## src/hw/rtl/mbps_pkg.sv

```systemverilog
package mbps_pkg;

    localparam int MAX_PATTERN_BYTES = 16;
    localparam int ADDRESS_BITS      = 48;
    localparam int OUT_ADDR_BITS     = 48;
    localparam int LEN_BITS          = 5;
    localparam int CFG_INDEX_BITS    = 3;
    localparam int CFG_DATA_BITS     = 64;
    localparam int CARE_BITS         = 16;
    localparam int RQ_DEPTH          = 4;
    localparam int RQ_PTR_BITS       = 2;
    localparam int RQ_CNT_BITS       = 3;

    typedef enum logic [CFG_INDEX_BITS-1:0] {
        REG_PATTERN_LOW  = 3'd0,
        REG_PATTERN_HIGH = 3'd1,
        REG_CARE_MASK    = 3'd2,
        REG_PATTERN_LEN  = 3'd3,
        REG_REGION_BASE  = 3'd4,
        REG_FIND_ALL     = 3'd5
    } t_cfg_reg;

    typedef logic [MAX_PATTERN_BYTES-1:0][7:0] t_window;

    typedef struct packed {
        logic [OUT_ADDR_BITS-1:0] match_address;
        logic                     found;
        logic                     scan_done;
    } t_result;

    typedef struct packed {
        logic [1:0] count;
        t_result    res_a;
        t_result    res_b;
    } t_push;

endpackage

```

## src/hw/rtl/mbps_in_if.sv

```systemverilog
interface mbps_in_if;
    logic       valid;
    logic       ready;
    logic [7:0] data_byte;
    logic       last_byte;

    modport source (output valid, output data_byte, output last_byte, input ready);
    modport sink (input valid, input data_byte, input last_byte, output ready);
endinterface

```

## src/hw/rtl/mbps_out_if.sv

```systemverilog
interface mbps_out_if;
    logic                              valid;
    logic                              ready;
    logic [mbps_pkg::OUT_ADDR_BITS-1:0] match_address;
    logic                              found;
    logic                              scan_done;

    modport source (output valid, output match_address, output found, output scan_done,
                    input ready);
    modport sink (input valid, input match_address, input found, input scan_done,
                  output ready);
endinterface

```

## src/hw/rtl/mbps_match.sv

```systemverilog
module mbps_match (
    input  mbps_pkg::t_window                  i_window,
    input  mbps_pkg::t_window                  i_pattern,
    input  logic [mbps_pkg::CARE_BITS-1:0]     i_care_mask,
    input  logic [mbps_pkg::LEN_BITS-1:0]      i_len,
    output logic                               o_match
);

    logic [mbps_pkg::MAX_PATTERN_BYTES-1:0] w_lane_ok;

    // Lane i holds the byte received i requests ago; it lines up with
    // pattern byte len-1-i.
    always_comb begin
        logic [3:0] pidx;
        logic       in_win;
        for (int i = 0; i < mbps_pkg::MAX_PATTERN_BYTES; i++) begin
            in_win       = mbps_pkg::LEN_BITS'(i) < i_len;
            pidx         = 4'(i_len - mbps_pkg::LEN_BITS'(i) - mbps_pkg::LEN_BITS'(1));
            w_lane_ok[i] = !in_win || !i_care_mask[pidx] || (i_window[i] == i_pattern[pidx]);
        end
    end

    assign o_match = &w_lane_ok;

endmodule

```

## src/hw/rtl/mbps_rq.sv

```systemverilog
module mbps_rq (
    input  logic              i_clk,
    input  logic              i_rst_n,
    input  mbps_pkg::t_push   i_push,
    input  logic              i_pop,
    output mbps_pkg::t_result o_head,
    output logic              o_valid,
    output logic              o_ready
);

    mbps_pkg::t_result                  r_mem [mbps_pkg::RQ_DEPTH];
    logic [mbps_pkg::RQ_PTR_BITS-1:0]   r_wr_ptr;
    logic [mbps_pkg::RQ_PTR_BITS-1:0]   r_rd_ptr;
    logic [mbps_pkg::RQ_CNT_BITS-1:0]   r_count;
    logic [mbps_pkg::RQ_CNT_BITS-1:0]   n_count;

    assign n_count = r_count + mbps_pkg::RQ_CNT_BITS'(i_push.count)
                     - mbps_pkg::RQ_CNT_BITS'(i_pop);

    always_ff @(posedge i_clk) begin
        if (i_push.count != 2'd0) begin
            r_mem[r_wr_ptr] <= i_push.res_a;
        end
        if (i_push.count == 2'd2) begin
            r_mem[mbps_pkg::RQ_PTR_BITS'(r_wr_ptr + 1'b1)] <= i_push.res_b;
        end
    end

    always_ff @(posedge i_clk) begin
        if (!i_rst_n) begin
            r_wr_ptr <= '0;
            r_rd_ptr <= '0;
            r_count  <= '0;
        end else begin
            r_wr_ptr <= mbps_pkg::RQ_PTR_BITS'(r_wr_ptr + mbps_pkg::RQ_PTR_BITS'(i_push.count));
            r_rd_ptr <= mbps_pkg::RQ_PTR_BITS'(r_rd_ptr + mbps_pkg::RQ_PTR_BITS'(i_pop));
            r_count  <= n_count;
        end
    end

    assign o_head  = r_mem[r_rd_ptr];
    assign o_valid = r_count != '0;
    // Room for the two results that one request can cause.
    assign o_ready = r_count <= mbps_pkg::RQ_CNT_BITS'(mbps_pkg::RQ_DEPTH - 2);

    a_no_overflow: assert property (@(posedge i_clk) disable iff (!i_rst_n)
        (4'(r_count) + 4'(i_push.count) - 4'(i_pop)) <= 4'(mbps_pkg::RQ_DEPTH))
        else $error("result queue overflow");

    a_no_underflow: assert property (@(posedge i_clk) disable iff (!i_rst_n)
        i_pop |-> (r_count != '0))
        else $error("result queue underflow");

    a_count_step: assert property (@(posedge i_clk) disable iff (!i_rst_n)
        (i_push.count == 2'd0 && !i_pop) |=> $stable(r_count))
        else $error("result count moved without traffic");

endmodule

```

## src/hw/rtl/masked_byte_pattern_scanner.sv

```systemverilog
// Results of accepted requests are queued in registers and offered in order.
// Throughput: one request per cycle while results drain; a four-entry result queue
// accepts a request whenever it has room for two results.
// Reset is synchronous and active low: configuration returns to its reset values,
// the byte window, offset and first-match flag clear, and the result queue empties.
module masked_byte_pattern_scanner (
    input  logic                                  i_clk,
    input  logic                                  i_rst_n,
    input  logic                                  i_cfg_we,
    input  logic [mbps_pkg::CFG_INDEX_BITS-1:0]   i_cfg_index,
    input  logic [mbps_pkg::CFG_DATA_BITS-1:0]    i_cfg_data,
    mbps_in_if.sink                               i_in,
    mbps_out_if.source                            o_out
);

    logic [63:0]                          r_pat_low;
    logic [63:0]                          r_pat_high;
    logic [mbps_pkg::CARE_BITS-1:0]       r_care;
    logic [mbps_pkg::LEN_BITS-1:0]        r_len;
    logic [mbps_pkg::OUT_ADDR_BITS-1:0]   r_base;
    logic                                 r_find_all;

    mbps_pkg::t_window                    r_window;
    logic [mbps_pkg::ADDRESS_BITS-1:0]    r_offset;
    logic                                 r_first_found;

    mbps_pkg::t_window                    n_window;
    logic [mbps_pkg::ADDRESS_BITS-1:0]    n_offset;
    logic                                 n_first_found;

    mbps_pkg::t_window                    w_window;
    mbps_pkg::t_window                    w_pattern;
    logic [mbps_pkg::LEN_BITS-1:0]        w_len;
    logic [mbps_pkg::ADDRESS_BITS-1:0]    w_count;
    logic [mbps_pkg::ADDRESS_BITS-1:0]    w_addr;
    logic                                 w_match;
    logic                                 w_hit;
    logic                                 w_end;
    logic                                 w_acc;
    mbps_pkg::t_push                      w_push;
    mbps_pkg::t_result                    w_head;
    logic                                 w_rq_valid;
    logic                                 w_rq_ready;
    mbps_pkg::t_result                    w_match_res;
    mbps_pkg::t_result                    w_end_res;

    always_ff @(posedge i_clk) begin
        if (!i_rst_n) begin
            r_pat_low  <= '0;
            r_pat_high <= '0;
            r_care     <= '0;
            r_len      <= mbps_pkg::LEN_BITS'(1);
            r_base     <= '0;
            r_find_all <= 1'b0;
        end else if (i_cfg_we) begin
            case (mbps_pkg::t_cfg_reg'(i_cfg_index))
                mbps_pkg::REG_PATTERN_LOW: begin
                    r_pat_low <= i_cfg_data[63:0];
                end
                mbps_pkg::REG_PATTERN_HIGH: begin
                    r_pat_high <= i_cfg_data[63:0];
                end
                mbps_pkg::REG_CARE_MASK: begin
                    r_care <= i_cfg_data[mbps_pkg::CARE_BITS-1:0];
                end
                mbps_pkg::REG_PATTERN_LEN: begin
                    r_len <= i_cfg_data[mbps_pkg::LEN_BITS-1:0];
                end
                mbps_pkg::REG_REGION_BASE: begin
                    r_base <= i_cfg_data[mbps_pkg::OUT_ADDR_BITS-1:0];
                end
                mbps_pkg::REG_FIND_ALL: begin
                    r_find_all <= i_cfg_data[0];
                end
                default: begin
                end
            endcase
        end
    end

    always_comb begin
        if (r_len == '0) begin
            w_len = mbps_pkg::LEN_BITS'(1);
        end else if (r_len > mbps_pkg::LEN_BITS'(mbps_pkg::MAX_PATTERN_BYTES)) begin
            w_len = mbps_pkg::LEN_BITS'(mbps_pkg::MAX_PATTERN_BYTES);
        end else begin
            w_len = r_len;
        end
    end

    assign w_pattern = {r_pat_high, r_pat_low};
    assign w_window  = {r_window[mbps_pkg::MAX_PATTERN_BYTES-2:0], i_in.data_byte};
    assign w_count   = r_offset + mbps_pkg::ADDRESS_BITS'(1);
    assign w_addr    = mbps_pkg::ADDRESS_BITS'(r_base) + w_count
                       - mbps_pkg::ADDRESS_BITS'(w_len);

    mbps_match u_match (
        .i_window    (w_window),
        .i_pattern   (w_pattern),
        .i_care_mask (r_care),
        .i_len       (w_len),
        .o_match     (w_match)
    );

    assign w_acc = i_in.valid && i_in.ready;
    assign w_hit = (r_find_all || !r_first_found)
                   && (w_count >= mbps_pkg::ADDRESS_BITS'(w_len)) && w_match;
    assign w_end = i_in.last_byte && (r_find_all || !(r_first_found || w_hit));

    assign w_match_res = '{match_address: w_addr[mbps_pkg::OUT_ADDR_BITS-1:0],
                           found: 1'b1, scan_done: !r_find_all};
    assign w_end_res   = '{match_address: '0, found: 1'b0, scan_done: 1'b1};

    always_comb begin
        w_push.count = w_acc ? (2'(w_hit) + 2'(w_end)) : 2'd0;
        w_push.res_a = w_hit ? w_match_res : w_end_res;
        w_push.res_b = w_end_res;
    end

    always_comb begin
        if (i_in.last_byte) begin
            n_window      = '0;
            n_offset      = '0;
            n_first_found = 1'b0;
        end else begin
            n_window      = w_window;
            n_offset      = w_count;
            n_first_found = r_first_found || (w_hit && !r_find_all);
        end
    end

    always_ff @(posedge i_clk) begin
        if (!i_rst_n) begin
            r_window      <= '0;
            r_offset      <= '0;
            r_first_found <= 1'b0;
        end else if (w_acc) begin
            r_window      <= n_window;
            r_offset      <= n_offset;
            r_first_found <= n_first_found;
        end
    end

    mbps_rq u_rq (
        .i_clk   (i_clk),
        .i_rst_n (i_rst_n),
        .i_push  (w_push),
        .i_pop   (o_out.valid && o_out.ready),
        .o_head  (w_head),
        .o_valid (w_rq_valid),
        .o_ready (w_rq_ready)
    );

    assign i_in.ready          = w_rq_ready;
    assign o_out.valid         = w_rq_valid;
    assign o_out.match_address = w_head.match_address;
    assign o_out.found         = w_head.found;
    assign o_out.scan_done     = w_head.scan_done;

    a_region_clears: assert property (@(posedge i_clk) disable iff (!i_rst_n)
        (w_acc && i_in.last_byte) |=> (r_offset == '0 && !r_first_found))
        else $error("region state not cleared after final byte");

    a_two_only_at_end: assert property (@(posedge i_clk) disable iff (!i_rst_n)
        (w_push.count == 2'd2) |-> (r_find_all && i_in.last_byte))
        else $error("two results outside an all-mode region end");

    a_first_once: assert property (@(posedge i_clk) disable iff (!i_rst_n)
        (w_acc && w_hit && !r_find_all) |-> !r_first_found)
        else $error("second match reported in first mode");

endmodule

```

## src/flat_wrapper.sv

```systemverilog
// flat-port wrapper written by rule: the top's interface ports become plain ports
module masked_byte_pattern_scanner_flat 
  (i_clk, i_rst_n, i_cfg_we, i_cfg_index, i_cfg_data, i_in_valid, i_in_data_byte, i_in_last_byte, i_in_ready, o_out_valid, o_out_match_address, o_out_found, o_out_scan_done, o_out_ready);
  mbps_in_if i_in_i ();
  mbps_out_if o_out_i ();
  input  logic i_clk;
  input  logic i_rst_n;
  input  logic i_cfg_we;
  input  logic [mbps_pkg::CFG_INDEX_BITS-1:0] i_cfg_index;
  input  logic [mbps_pkg::CFG_DATA_BITS-1:0] i_cfg_data;
  input wire logic [$bits(i_in_i.valid)-1:0] i_in_valid;
  input wire logic [$bits(i_in_i.data_byte)-1:0] i_in_data_byte;
  input wire logic [$bits(i_in_i.last_byte)-1:0] i_in_last_byte;
  output wire logic [$bits(i_in_i.ready)-1:0] i_in_ready;
  output wire logic [$bits(o_out_i.valid)-1:0] o_out_valid;
  output wire logic [$bits(o_out_i.match_address)-1:0] o_out_match_address;
  output wire logic [$bits(o_out_i.found)-1:0] o_out_found;
  output wire logic [$bits(o_out_i.scan_done)-1:0] o_out_scan_done;
  input wire logic [$bits(o_out_i.ready)-1:0] o_out_ready;
  assign i_in_i.valid = i_in_valid;
  assign i_in_i.data_byte = i_in_data_byte;
  assign i_in_i.last_byte = i_in_last_byte;
  assign i_in_ready = i_in_i.ready;
  assign o_out_valid = o_out_i.valid;
  assign o_out_match_address = o_out_i.match_address;
  assign o_out_found = o_out_i.found;
  assign o_out_scan_done = o_out_i.scan_done;
  assign o_out_i.ready = o_out_ready;
  masked_byte_pattern_scanner u_core (.i_clk(i_clk), .i_rst_n(i_rst_n), .i_cfg_we(i_cfg_we), .i_cfg_index(i_cfg_index), .i_cfg_data(i_cfg_data), .i_in(i_in_i), .o_out(o_out_i));
endmodule
```

## config.mk

```make
export PLATFORM = sky130hd
export DESIGN_NAME = masked_byte_pattern_scanner_flat
export DESIGN_NICKNAME = d
export VERILOG_FILES = /design/src/hw/rtl/mbps_pkg.sv /design/src/hw/rtl/mbps_in_if.sv /design/src/hw/rtl/mbps_out_if.sv /design/src/hw/rtl/mbps_match.sv /design/src/hw/rtl/mbps_rq.sv /design/src/hw/rtl/masked_byte_pattern_scanner.sv /design/src/flat_wrapper.sv
export SDC_FILE = /design/constraint.sdc
export NUM_CORES = 2
export LEC_CHECK = 0
export BUFFER_PORTS_ARGS = -buffer_cell sky130_fd_sc_hd__buf_2
export CAP_MARGIN = 20
export CORE_MARGIN = 2
export CORE_UTILIZATION = 40
export CTS_CLUSTER_DIAMETER = 120
export DETAILED_ROUTE_END_ITERATION = 12
export SKIP_CTS_REPAIR_TIMING = 1
export SLEW_MARGIN = 20
export SYNTH_ARGS = -nofsm -noshare
export SYNTH_HDL_FRONTEND = slang
export SYNTH_SLANG_ARGS = --single-unit
```

## constraint.sdc

```tcl
create_clock -name i_clk -period 17.3 [get_ports i_clk]
set_input_delay 1.73 -clock i_clk [delete_from_list [all_inputs] [get_ports i_clk]]
set_output_delay 1.73 -clock i_clk [all_outputs]
set_load 0.02 [all_outputs]
```

==> impl_metrics.toml <==
[status]
status = "completed"

[drt]
vias = 35767
detail_route.wl_per_cell_um = 27.79
wl_um = 157400
vias_per_cell = 6.314
drc = 0
drtIter0Drc = 4162
ant_nets = 0
first_pass_iters = 6

[pwr]
power_density_nw_per_um2 = 106.2
p_sw_mw = 1.526
irDropWorstVdd_uv = 74.72
leakagePower_nw = 15.47
p_comb_frac = 0.287
p_int_mw = 2.932
seq_power_share = 0.373
p_sw_frac = 0.3423
clockPowerShare = 0.340

[die]
num_rows = 113
die_area_um2 = 98440
die_w_um = 313.8
core_area_um2 = 95010
initial_core_util = 0.4039
die_y_um = 313.8
ios = 133

[placement]
pre_cts_ws_ns = 7.535
io_buffer_count = 132
place_hpwl_um = 114400
dp.cells = 5540
place.gp.congestion = 1.116

[global_route]
grt_overflow = 0
grt_pass1_wl_um = 228600
grt_pass1_vias = 33052
antenna_found_initial = 6
track_usage = 0.3107
grt_max_degree = 174

[timing]
rsz0062_at_grt = "no"
worst_pin_slew_ns = 1.306
hold_ws_ns = 0.4615
drv_slew = 0
finalSetupViolCount = 0
hold_violations = 0
fmax_ghz = 0.1033
period_share = 0.5593
fin_ws_ns = 7.624
post-route-min-period_ns = 9.676
finClkSkew_ns = 0.05693
max_slew_margin = 0.1257
setup-tns-final_ns = 0

[logic_synthesis]
synth_seq_area_share = 0.2994
yosys_most_used_dff = "dfxtp_1"
ys_types = 87
synthCells = 4458
yosysTopAreaCellShare = 0.2994
async_flop_share = 0
synth.largest_area_cell = "dfxtp_1"
synth.top_cells.by_area = "dfxtp_1 (30%), nand2_1 (7.3%), mux4_2 (7.3%), a21boi_0 (6.5%), mux2i_1 (6.0%)"
synth_nets = 4647
synth_area_um2 = 38380
synth_edf_count = 0
synth-seq-cells = 574
avgSynthCellArea_um2 = 8.609
yosysWarnings = 0

[worst_setup_path]
slowest_stage = "a2111oi_1"
slowest_delay_ns = 0.82
crit_fanout = 91
required_ns = 17.81
end_kind = "flop"
critPathLaunch = "u_core.r_len[1]"
crit_arrival_ns = 10.18
r2r-end = "u_core.u_rq.r_mem[1][0]"
r2r_cells = 18
critPathTopFamily = "buffers and inverters"
regToRegStartpoint = "u_core.r_len[1]"
critical_path_class = "flop to flop"
timing.critical_path.cells = "buf_4 -> nor4_4 -> buf_4 -> nor2_8 -> buf_4 -> clkinv_2 -> ha_1 -> buf_4 -> mux4_2 -> mux4_2 -> xor2_1 -> nor4_1 -> a21oi_1 -> a2111oi_1 -> and3_4 -> buf_4 -> buf_4 -> a41oi_1"
r2r_slack_ns = 7.62
worstSetupStartpointType = "flop"
crit_buf_inv = 7
crit_path_frequent_cell = "buf_4"

[cells_and_area]
layout.nets = 4536
layout.cells.non_filler = 5665
drive_gt1_frac = 0.1141
area_growth_syn_to_layout_pct = 9.402

[worst_hold_path]
holdPathStages = 1
min-delay-start = "u_core.u_rq.r_mem[3][48]"
hold_class = "flop to flop"
worstHoldEndpoint = "u_core.u_rq.r_mem[3][48]"

[cts]
cts_tree = "yes"
numCtsBuffers = 66
clockBufferDepth = 3
clk_pin_slew_ns = 0.06
htree_levels = 3
cts_root_buf = "clkbuf_16"
clk_latency_ns = 0.68
cts_num_sinks = 574

[run]
drv_cap = 0
Yosys cell counts (all sizes together), types with 45 or more instances:
cell type and instances:
a21boi 331, o21ai 121, ha 103, a32o 189
nor3 60, a21oi 130, xor2 92, a22o 45
nor2 150, o22ai 50, nand3b 122, clkbuf 264
buf 112, dfxtp 574, xnor2 158, nand2 751
mux2i 230, inv 163, nor2b 48, nand3 76
mux4 124, and2 50
logic make-up after synthesis:
group | after synthesis | synth area share
DFF | 574 | 0.2994
xor gates and xnor gates | 250 | 0.05705
buffers and inverters | 541 | 0.06067
AOI/OAI and AO/OA | 1192 | 0.2332
muxes | 369 | 0.1372
adders and majority gates | 108 | 0.03619
and+or+nand+nor | 1424 | 0.1764
stage by stage:
stage	utilization	total power [mW]	area (um^2)
after global routing	0.4419	4.652	41980
after floorplan	-	2.588	38380
after detailed placement	0.4158	2.953	39510
final	0.4419	4.458	41990
after CTS	0.4409	4.466	41890
after global placement	0.4158	2.935	39500
sequential cells by signal, indices dropped and copies added (netlist names):
signal,cells
u_core.r_base,48
u_core.r_care,16
u_core.r_find_all,1
u_core.r_first_found,1
u_core.r_len,5
u_core.r_offset,48
u_core.r_pat_high,64
u_core.r_pat_low,64
u_core.r_window,120
u_core.u_rq.r_count,3
u_core.u_rq.r_mem,200
u_core.u_rq.r_rd_ptr,2
u_core.u_rq.r_wr_ptr,2
layout make-up:
cell class	instances	area, um^2
timing repair buffer	197	1204
multi-input combinational	3343	24690
fill	9518	53020
clock buffer	93	1913
inverter	165	623.1
sequential	574	11500
tap	1265	1583
antenna	2	5.005
clock inverter	26	467.9
worst max path at each step:
stage	to	slack [ns]	depth (start not counted)
2_1_floorplan	u_core.u_rq.r_mem[3][39]	10.14	32
3_5_place_dp	u_core.u_rq.r_mem[2][41]	7.54	20
6_report	u_core.u_rq.r_mem[1][0]	7.62	18
4_1_cts	u_core.u_rq.r_mem[2][41]	7.49	20
5_1_grt	u_core.u_rq.r_mem[2][0]	7.33	18
3_3_place_gp	u_core.u_rq.r_mem[2][44]	7.71	20
layout by cell type, fill, tap and decap left out, types with 55 or more instances in the layout:
cell type and instances:
nor2_1 144, dfxtp_1 569, mux4_2 124, nand3b_1 122, inv_1 160, mux2i_1 229, o21ai_0 117, ha_1 103
a21oi_1 130, buf_4 63, clkbuf_16 66, nand2_1 748, nand3_1 75, a32o_1 189, buf_2 130, a21boi_0 330
nor3_1 55, xnor2_1 157, xor2_1 92
worst register-to-register path: stages (launching register included):
cell and delay [ns]:
dfxtp_2 0.61, buf_4 0.69, nor4_4 0.19, buf_4 0.29, nor2_8 0.11, buf_4 0.60, clkinv_2 0.85, ha_1 0.59
buf_4 0.50, mux4_2 0.67, mux4_2 0.50, xor2_1 0.16, nor4_1 0.39, a21oi_1 0.14, a2111oi_1 0.82, and3_4 0.56
buf_4 0.78, buf_4 0.80, a41oi_1 0.27
layer usage:
metal  track usage  routed length, um
met1        0.3922              62940
met2        0.4679              67360
met3       0.07428              14140
met4        0.2147              12960
met5             0                 22
power groups by stage:
stage | sequential (mW) | clock (mW) | combinational [mW]
final | 1.66 | 1.51 | 1.28
after floorplan | 1.62 | 0 | 0.963
after CTS | 1.68 | 1.54 | 1.25
after global placement | 1.70 | 0 | 1.23
after detailed placement | 1.70 | 0 | 1.25
after global routing | 1.69 | 1.59 | 1.37
Power figures use the tool's default switching activity.
